--- config.mk ---
export PLATFORM = sky130hd
export DESIGN_NAME = height_jump_detector
export DESIGN_NICKNAME = d
export VERILOG_FILES = /design/src/rtl/core/hjd_pkg.sv /design/src/rtl/core/height_jump_detector.sv /design/src/rtl/core/hjd_delay_line.sv
export SDC_FILE = /design/constraint.sdc
export NUM_CORES = 1
export LEC_CHECK = 0
export ABC_AREA = 1
export CORE_MARGIN = 1
export CORE_UTILIZATION = 40
export DETAILED_ROUTE_END_ITERATION = 16
export DONT_BUFFER_PORTS = 1
export PLACE_DENSITY = 0.6
export SLEW_MARGIN = 5
export SYNTH_ARGS = -nofsm -noshare
export SYNTH_HDL_FRONTEND = slang
export SYNTH_SLANG_ARGS = --single-unit
export TNS_END_PERCENT = 50
--- constraint.sdc ---
create_clock -name clk -period 10.5 [get_ports clk]
set_input_delay 0.525 -clock clk [delete_from_list [all_inputs] [get_ports clk]]
set_output_delay 0.525 -clock clk [all_outputs]
set_load 0.05 [all_outputs]
--- src/rtl/core/hjd_pkg.sv ---
// Package for the height jump detector: field widths, register indexes,
// reset values and the default delay length. No dependencies.
package hjd_pkg;

    localparam int HJD_DELAY_LEN = 5;

    localparam int HEIGHT_W = 11;
    localparam int STAMP_W  = 32;
    localparam int TOTAL_W  = 16;
    localparam int THR_W    = 11;
    localparam int HIST_W   = 3;

    localparam int S_DATA_W = 48;
    localparam int M_DATA_W = 64;

    typedef logic [HEIGHT_W-1:0] height_t;
    typedef logic [STAMP_W-1:0]  stamp_t;
    typedef logic [TOTAL_W-1:0]  total_t;
    typedef logic [THR_W-1:0]    thr_t;
    typedef logic [HIST_W-1:0]   hist_t;
    typedef logic [0:0]          reg_idx_t;

    localparam reg_idx_t REG_RISE_THR = 1'b0;
    localparam reg_idx_t REG_FALL_THR = 1'b1;

    localparam thr_t RISE_THR_RESET = 11'd35;
    localparam thr_t FALL_THR_RESET = 11'd18;

    localparam hist_t  HIST_FULL = 3'b111;
    localparam total_t TOTAL_MAX = 16'hFFFF;

endpackage

--- src/rtl/core/height_jump_detector.sv ---
// Top level of the height jump detector: stream in/out, threshold registers,
// rise/fall history tracking. Uses hjd_pkg and hjd_delay_line.
//
// Usage:
//   s_* channel takes one word per sample: height and time stamp.
//   m_* channel gives exactly one result word per sample: jump flag,
//   airborne flag, saturating jump total, and the stamp/height of the
//   sample that confirmed a jump (zero otherwise).
//   cfg_we/cfg_index/cfg_data write rise_threshold (index 0) and
//   fall_threshold (index 1); write only while no sample is in flight.
// Timing:
//   m_tvalid rises in the cycle after input accept. With m_tready high, one
//   sample per cycle is sustained; the only stage is the result register,
//   and the state update is a short compare and shift on the accepted word.
// Reset:
//   Thresholds return to 35 and 18, history, airborne, total and the delay
//   line fill count clear. The first DELAY_LEN samples only fill the line.
// Stall:
//   While m_tready is low and a result waits, s_tready drops; a new sample
//   is taken in the same cycle the waiting result is taken.
module height_jump_detector #(
    parameter int DELAY_LEN = hjd_pkg::HJD_DELAY_LEN
) (
    input  logic                          clk,
    input  logic                          rst_n,
    // s_tdata: height[10:0], time_stamp[42:11], zero fill [47:43]
    input  logic [hjd_pkg::S_DATA_W-1:0]  s_tdata,
    input  logic                          s_tvalid,
    output logic                          s_tready,
    // m_tdata: jump_found[0], airborne[1], jump_total[17:2],
    //          jump_time[49:18], jump_height[60:50], zero fill [63:61]
    output logic [hjd_pkg::M_DATA_W-1:0]  m_tdata,
    output logic                          m_tvalid,
    input  logic                          m_tready,
    input  logic                          cfg_we,
    input  hjd_pkg::reg_idx_t             cfg_index,
    input  hjd_pkg::thr_t                 cfg_data
);
    import hjd_pkg::*;

    thr_t    rise_thr_reg;
    thr_t    fall_thr_reg;
    hist_t   rise_hist_reg,  rise_hist_next;
    hist_t   fall_hist_reg,  fall_hist_next;
    logic    in_jump_reg,    in_jump_next;
    total_t  jump_cnt_reg,   jump_cnt_next;
    logic    m_valid_reg;
    logic    found_reg;
    logic    found_next;
    logic    air_reg;
    total_t  total_reg;
    stamp_t  jtime_reg;
    height_t jheight_reg;

    height_t in_height;
    stamp_t  in_stamp;
    height_t old_height;
    logic    filled;
    logic    s_fire;
    logic    rise_bit;
    logic    fall_bit;
    hist_t   rise_shift;
    hist_t   fall_shift;

    assign in_height = s_tdata[HEIGHT_W-1:0];
    assign in_stamp  = s_tdata[HEIGHT_W+STAMP_W-1:HEIGHT_W];

    assign s_tready = !m_valid_reg || m_tready;
    assign s_fire   = s_tvalid && s_tready;

    hjd_delay_line #(
        .DELAY_LEN (DELAY_LEN)
    ) u_delay (
        .clk      (clk),
        .rst_n    (rst_n),
        .shift_en (s_fire),
        .din      (in_height),
        .oldest   (old_height),
        .filled   (filled)
    );

    // drop: h - old < -rise  <=>  h + rise < old
    assign rise_bit = ({1'b0, in_height} + {1'b0, rise_thr_reg}) < {1'b0, old_height};
    // climb back: h - old > fall  <=>  h > old + fall
    assign fall_bit = {1'b0, in_height} > ({1'b0, old_height} + {1'b0, fall_thr_reg});

    assign rise_shift = {rise_hist_reg[HIST_W-2:0], rise_bit};
    assign fall_shift = {fall_hist_reg[HIST_W-2:0], fall_bit};

    always_comb
    begin
        rise_hist_next = rise_hist_reg;
        fall_hist_next = fall_hist_reg;
        in_jump_next   = in_jump_reg;
        jump_cnt_next  = jump_cnt_reg;
        found_next     = 1'b0;
        if (filled)
        begin
            if (!in_jump_reg)
            begin
                rise_hist_next = rise_shift;
                if (rise_shift == HIST_FULL)
                begin
                    found_next     = 1'b1;
                    in_jump_next   = 1'b1;
                    rise_hist_next = '0;
                    if (jump_cnt_reg != TOTAL_MAX)
                    begin
                        jump_cnt_next = jump_cnt_reg + TOTAL_W'(1);
                    end
                end
            end
            else
            begin
                fall_hist_next = fall_shift;
                if (fall_shift == HIST_FULL)
                begin
                    in_jump_next   = 1'b0;
                    fall_hist_next = '0;
                end
            end
        end
    end

    always_ff @(posedge clk or negedge rst_n)
    begin
        if (!rst_n)
        begin
            rise_thr_reg  <= RISE_THR_RESET;
            fall_thr_reg  <= FALL_THR_RESET;
            rise_hist_reg <= '0;
            fall_hist_reg <= '0;
            in_jump_reg   <= 1'b0;
            jump_cnt_reg  <= '0;
            m_valid_reg   <= 1'b0;
        end
        else
        begin
            if (cfg_we)
            begin
                unique case (cfg_index)
                    REG_RISE_THR: rise_thr_reg <= cfg_data;
                    REG_FALL_THR: fall_thr_reg <= cfg_data;
                    default:      ;
                endcase
            end
            if (s_fire)
            begin
                rise_hist_reg <= rise_hist_next;
                fall_hist_reg <= fall_hist_next;
                in_jump_reg   <= in_jump_next;
                jump_cnt_reg  <= jump_cnt_next;
            end
            if (s_fire)
            begin
                m_valid_reg <= 1'b1;
            end
            else if (m_tready)
            begin
                m_valid_reg <= 1'b0;
            end
        end
    end

    // result word payload
    always_ff @(posedge clk)
    begin
        if (s_fire)
        begin
            found_reg   <= found_next;
            air_reg     <= in_jump_next;
            total_reg   <= jump_cnt_next;
            jtime_reg   <= found_next ? in_stamp : '0;
            jheight_reg <= found_next ? in_height : '0;
        end
    end

    assign m_tvalid = m_valid_reg;
    assign m_tdata  = {3'b000, jheight_reg, jtime_reg, total_reg, air_reg, found_reg};

endmodule

--- src/rtl/core/hjd_delay_line.sv ---
// Delay line for height samples: shift line of DELAY_LEN taps plus a fill
// counter that marks when the oldest tap holds a real sample. Uses hjd_pkg.
module hjd_delay_line #(
    parameter int DELAY_LEN = hjd_pkg::HJD_DELAY_LEN
) (
    input  logic            clk,
    input  logic            rst_n,
    input  logic            shift_en,
    input  hjd_pkg::height_t din,
    output hjd_pkg::height_t oldest,
    output logic            filled
);
    import hjd_pkg::*;

    localparam int CNT_W = $clog2(DELAY_LEN + 1);

    height_t           tap_reg [DELAY_LEN];
    logic [CNT_W-1:0]  fill_cnt_reg;
    logic [CNT_W-1:0]  fill_cnt_next;

    assign filled = (fill_cnt_reg == CNT_W'(DELAY_LEN));
    assign oldest = tap_reg[DELAY_LEN-1];

    always_comb
    begin
        fill_cnt_next = fill_cnt_reg;
        if (shift_en && !filled)
        begin
            fill_cnt_next = fill_cnt_reg + CNT_W'(1);
        end
    end

    always_ff @(posedge clk or negedge rst_n)
    begin
        if (!rst_n)
        begin
            fill_cnt_reg <= '0;
        end
        else
        begin
            fill_cnt_reg <= fill_cnt_next;
        end
    end

    // taps hold no reset; the fill counter covers unwritten entries
    always_ff @(posedge clk)
    begin
        if (shift_en)
        begin
            tap_reg[0] <= din;
            for (int i = 1; i < DELAY_LEN; i++)
            begin
                tap_reg[i] <= tap_reg[i-1];
            end
        end
    end

endmodule
==> flow_metrics.py <==
metrics = {
    "status": {
        "outcome": "completed",
    },
    "clock_tree": {
        "clk_latency_ns": 0.43,
        "cts_root_buf": "clkbuf_16",
        "cts.sinks": 163,
        "clk_pin_slew_ns": 0.07,
        "cts_resized": 0,
        "post-cts-setup-buffers": 0,
        "cts_inserted_buffers": 17,
        "htree_levels": 4,
        "cts_tree": "done",
        "cts_hold_buffers": 2,
        "clockBufferDepth": 2,
    },
    "synthesis": {
        "yosysWarnings": 0,
        "syn_inst": 729,
        "synth_area_mm2": 0.00782,
        "postSynthAreaPerCell_um2": 10.7,
        "seq_area_frac_synth": 0.596,
        "synth_seq_cells": 163,
        "synthDistinctLibCells": 53,
        "ys_async_sr_fraction": 0.288,
        "synth_edf_count": 116,
        "yosys_most_used_dff": "edfxtp_1",
    },
    "setup_path": {
        "crit_path_start_kind": "flip-flop",
        "timing.critical_path.mode_cell": "nand2_1",
        "r2r_cells": 24,
        "slowest_delay_ns": 0.42,
        "cp.required_ns": 10.68,
        "crit_chain": "ha_1 -> fa_1 -> nand3_1 -> nand2_1 -> nand2_1 -> nand2_1 -> nand2_1 -> nand2_1 -> nand2_1 -> a21oi_1 -> o21ai_0 -> nand2_1 -> xor2_1 -> ha_1 -> inv_1 -> o21a_1 -> nand2_1 -> a21oi_4 -> nand4_2 -> buf_4 -> nor2_1 -> nand2_1 -> o21ai_0 -> inv_1",
        "crit_type": "flip-flop to flip-flop",
        "worstPathArrival_ns": 4.36,
        "r2r_setup_slack_ns": 6.32,
        "crit_fanout": 45,
        "rr_startpoint": "rise_thr_reg[0]$_DFFE_PN1P_",
        "crit_slowest_cell": "fa_1",
        "r2r_end": "total_reg[12]$_DFFE_PP_",
        "endpoint_kind": "flip-flop",
    },
    "sta": {
        "layout_min_cycle_time_ns": 4.18,
        "rsz0062_at_grt": "no",
        "finalHoldViolations": 0,
        "tns_ns": 0,
        "worst_slew_pin_slew_ns": 0.910,
        "setup_ws_ns": 6.32,
        "slew_headroom": 0.393,
        "skew_ns": 0.0147,
        "fin_crit_sh": 0.398,
        "setup_viol": 0,
        "fmax_ghz": 0.239,
        "slew_violations": 0,
    },
    "power": {
        "p_leak_nw": 3.93,
        "cellPowerDensity_mw_per_mm2": 209,
        "peakVddDrop_uv": 121,
    },
    "floorplan": {
        "dieArea_mm2": 0.0201,
        "io_pins": 131,
        "rows": 50,
        "die_y_um": 142,
        "dieWidth_um": 142,
        "initial_core_util": 0.413,
        "core_mm2": 0.0190,
    },
    "routing": {
        "routedWlPerCell_um": 15.0,
        "drtAntennaViolNets": 0,
        "drtIter0Drc": 284,
        "drc_errors": 0,
        "via_per_inst": 4.84,
        "dr_total_vias": 4885,
        "drt_pass1_iterations": 4,
        "wl_um": 15200,
    },
    "placement": {
        "place_ws_ns": 6.13,
        "dpl_cell_area_mm2": 0.00808,
        "place.gp.congestion": 0.805,
        "dp_hpwl_um": 10600,
        "io_buffers": 0,
    },
    "global_routing": {
        "grt_pass1_wl_um": 24900,
        "grt_util_all_layers": 0.163,
        "grt_overflow": 0,
        "grt_pass1_vias": 4922,
        "antenna_found_initial": 0,
        "grt_max_degree": 76,
    },
    "cells_and_area": {
        "area_delta_synth_final_pct": 11.3,
        "fin_nets": 850,
        "drive_gt1_frac": 0.104,
        "final_area_mm2": 0.00871,
        "num_antenna_cells": 0,
        "n_fill_cell": 1766,
        "largest_register_ffs": 55,
    },
    "min_path": {
        "min_path_type": "primary input to flip-flop",
        "whs_endpoint": "u_delay.tap_reg[0][9]$_DFFE_PP_",
        "worstHoldStart": "s_tdata[9]",
        "whs_path_depth": 0,
    },
    "job": {
        "max-cap-violations": 0,
    },
}
-- worst max-delay path, delay by kind of cell, from the launching register on --
kind	cells	cell delay, ns
simple gates	12	1.32
fa+ha+maj	3	0.92
compound gates	5	0.67
buf+inv	3	0.51
flops	1	0.38
xor+xnor	1	0.15
-- final cells by class --
type | count | area (um^2) | area share
Sequential cell | 163 | 4670 | 0.536
Inverter | 123 | 467 | 0.0536
Multi-Input combinational cell | 428 | 2610 | 0.299
Tap cell | 260 | 325 | 0.0374
Clock inverter | 15 | 165 | 0.0190
Timing Repair Buffer | 4 | 52.6 | 0.00603
Clock buffer | 17 | 425 | 0.0489
-- cell families (layout without fill, tap and decap cells) --
family / after synthesis / count (layout) / share of synthesized area
AND/OR/NAND/NOR: 278 / 278 / 0.169
flip-flops: 163 / 163 / 0.596
buffers and inverters: 140 / 159 / 0.0713
AO/OA/AOI/OAI: 77 / 77 / 0.0573
adder cells (fa/ha/maj): 48 / 48 / 0.0787
XOR/XNOR: 22 / 22 / 0.0265
other: 1 / 3 / 0.000479
-- worst max-delay path by stage --
stage	slack [ns]	end	startpoint	depth (start not counted)
3_3_place_gp	6.24	total_reg[12]$_DFFE_PP_	s_tdata[0]	24
6_report	6.32	total_reg[12]$_DFFE_PP_	rise_thr_reg[0]$_DFFE_PN1P_	24
4_1_cts	6.28	total_reg[12]$_DFFE_PP_	rise_thr_reg[0]$_DFFE_PN1P_	24
2_1_floorplan	6.97	total_reg[9]$_DFFE_PP_	s_tdata[0]	24
3_5_place_dp	6.13	total_reg[12]$_DFFE_PP_	s_tdata[0]	24
5_1_grt	5.95	total_reg[12]$_DFFE_PP_	rise_thr_reg[0]$_DFFE_PN1P_	24
-- where the power goes --
| part | leakage [nW] | switching [mW] | internal (mW) |
|---|---|---|---|
| clock | 0.290 | 0.269 | 0.356 |
| sequential | 1.72 | 0.115 | 0.773 |
| combinational | 1.92 | 0.193 | 0.114 |
-- Yosys cell counts (all sizes together), types with 6 or more instances --
| cell | n | share of area |
|---|---|---|
| inv | 123 | 0.059 |
| nand4 | 8 | 0.0091 |
| nand2 | 150 | 0.074 |
| xor2 | 15 | 0.019 |
| edfxtp | 116 | 0.45 |
| o21ai | 43 | 0.030 |
| xnor2 | 7 | 0.0078 |
| a21oi | 21 | 0.015 |
| buf | 12 | 0.0096 |
| nor2 | 66 | 0.038 |
| ha | 46 | 0.074 |
| dfrtp | 42 | 0.13 |
| nor3 | 6 | 0.0074 |
| nand3 | 34 | 0.027 |
-- cell usage in the layout, fill, tap and decap left out, types with 2 or more instances in the layout --
cell       instances
xor2_2             2
nand4_1            6
nand2_2            4
nor2_2             3
edfxtp_1         116
xor2_1            13
and3_1             2
a21oi_1           20
o21a_1             2
nor2_1            59
inv_2              2
nor2_4             3
and2_1             5
conb_1             3
o21ai_1            9
nand2_1          145
fa_1               2
ha_1              46
inv_6              8
inv_1            119
nand3_2            5
o21ai_0           31
clkinv_4           2
bufinv_16          2
inv_4              2
o21ai_2            2
clkinv_2           2
nand3_1           28
dfrtp_1           42
o21bai_1           4
a31oi_1            2
or2_4              2
clkbuf_16         17
buf_4              2
dfstp_2            5
nor3_1             3
xnor2_1            7
nor3_4             2
-- metrics by stage --
| step | hold WS, ns | total power [mW] | cells | util |
|---|---|---|---|---|
| floorplan | 0.229 | 1.13 | 731 | - |
| global placement | 0.231 | 1.19 | 976 | 0.426 |
| detailed placement | 0.231 | 1.20 | 976 | 0.426 |
| CTS | 0.171 | 1.84 | 1010 | 0.459 |
| global route | 0.168 | 1.92 | 1010 | 0.459 |
| finish | 0.194 | 1.82 | 1010 | 0.459 |
-- routing by layer --
layer / GRT usage / share of wire / wire (um) / up-vias
li1: - / - / - / 2407
met1: 0.212 / 0.46 / 7000 / 2334
met5: 0 / 0 / 0 / -
met4: 0.0679 / 0.019 / 284 / 0
met3: 0.0408 / 0.042 / 637 / 19
met2: 0.261 / 0.48 / 7280 / 125
No activity file was read; power rests on OpenSTA's default activity.
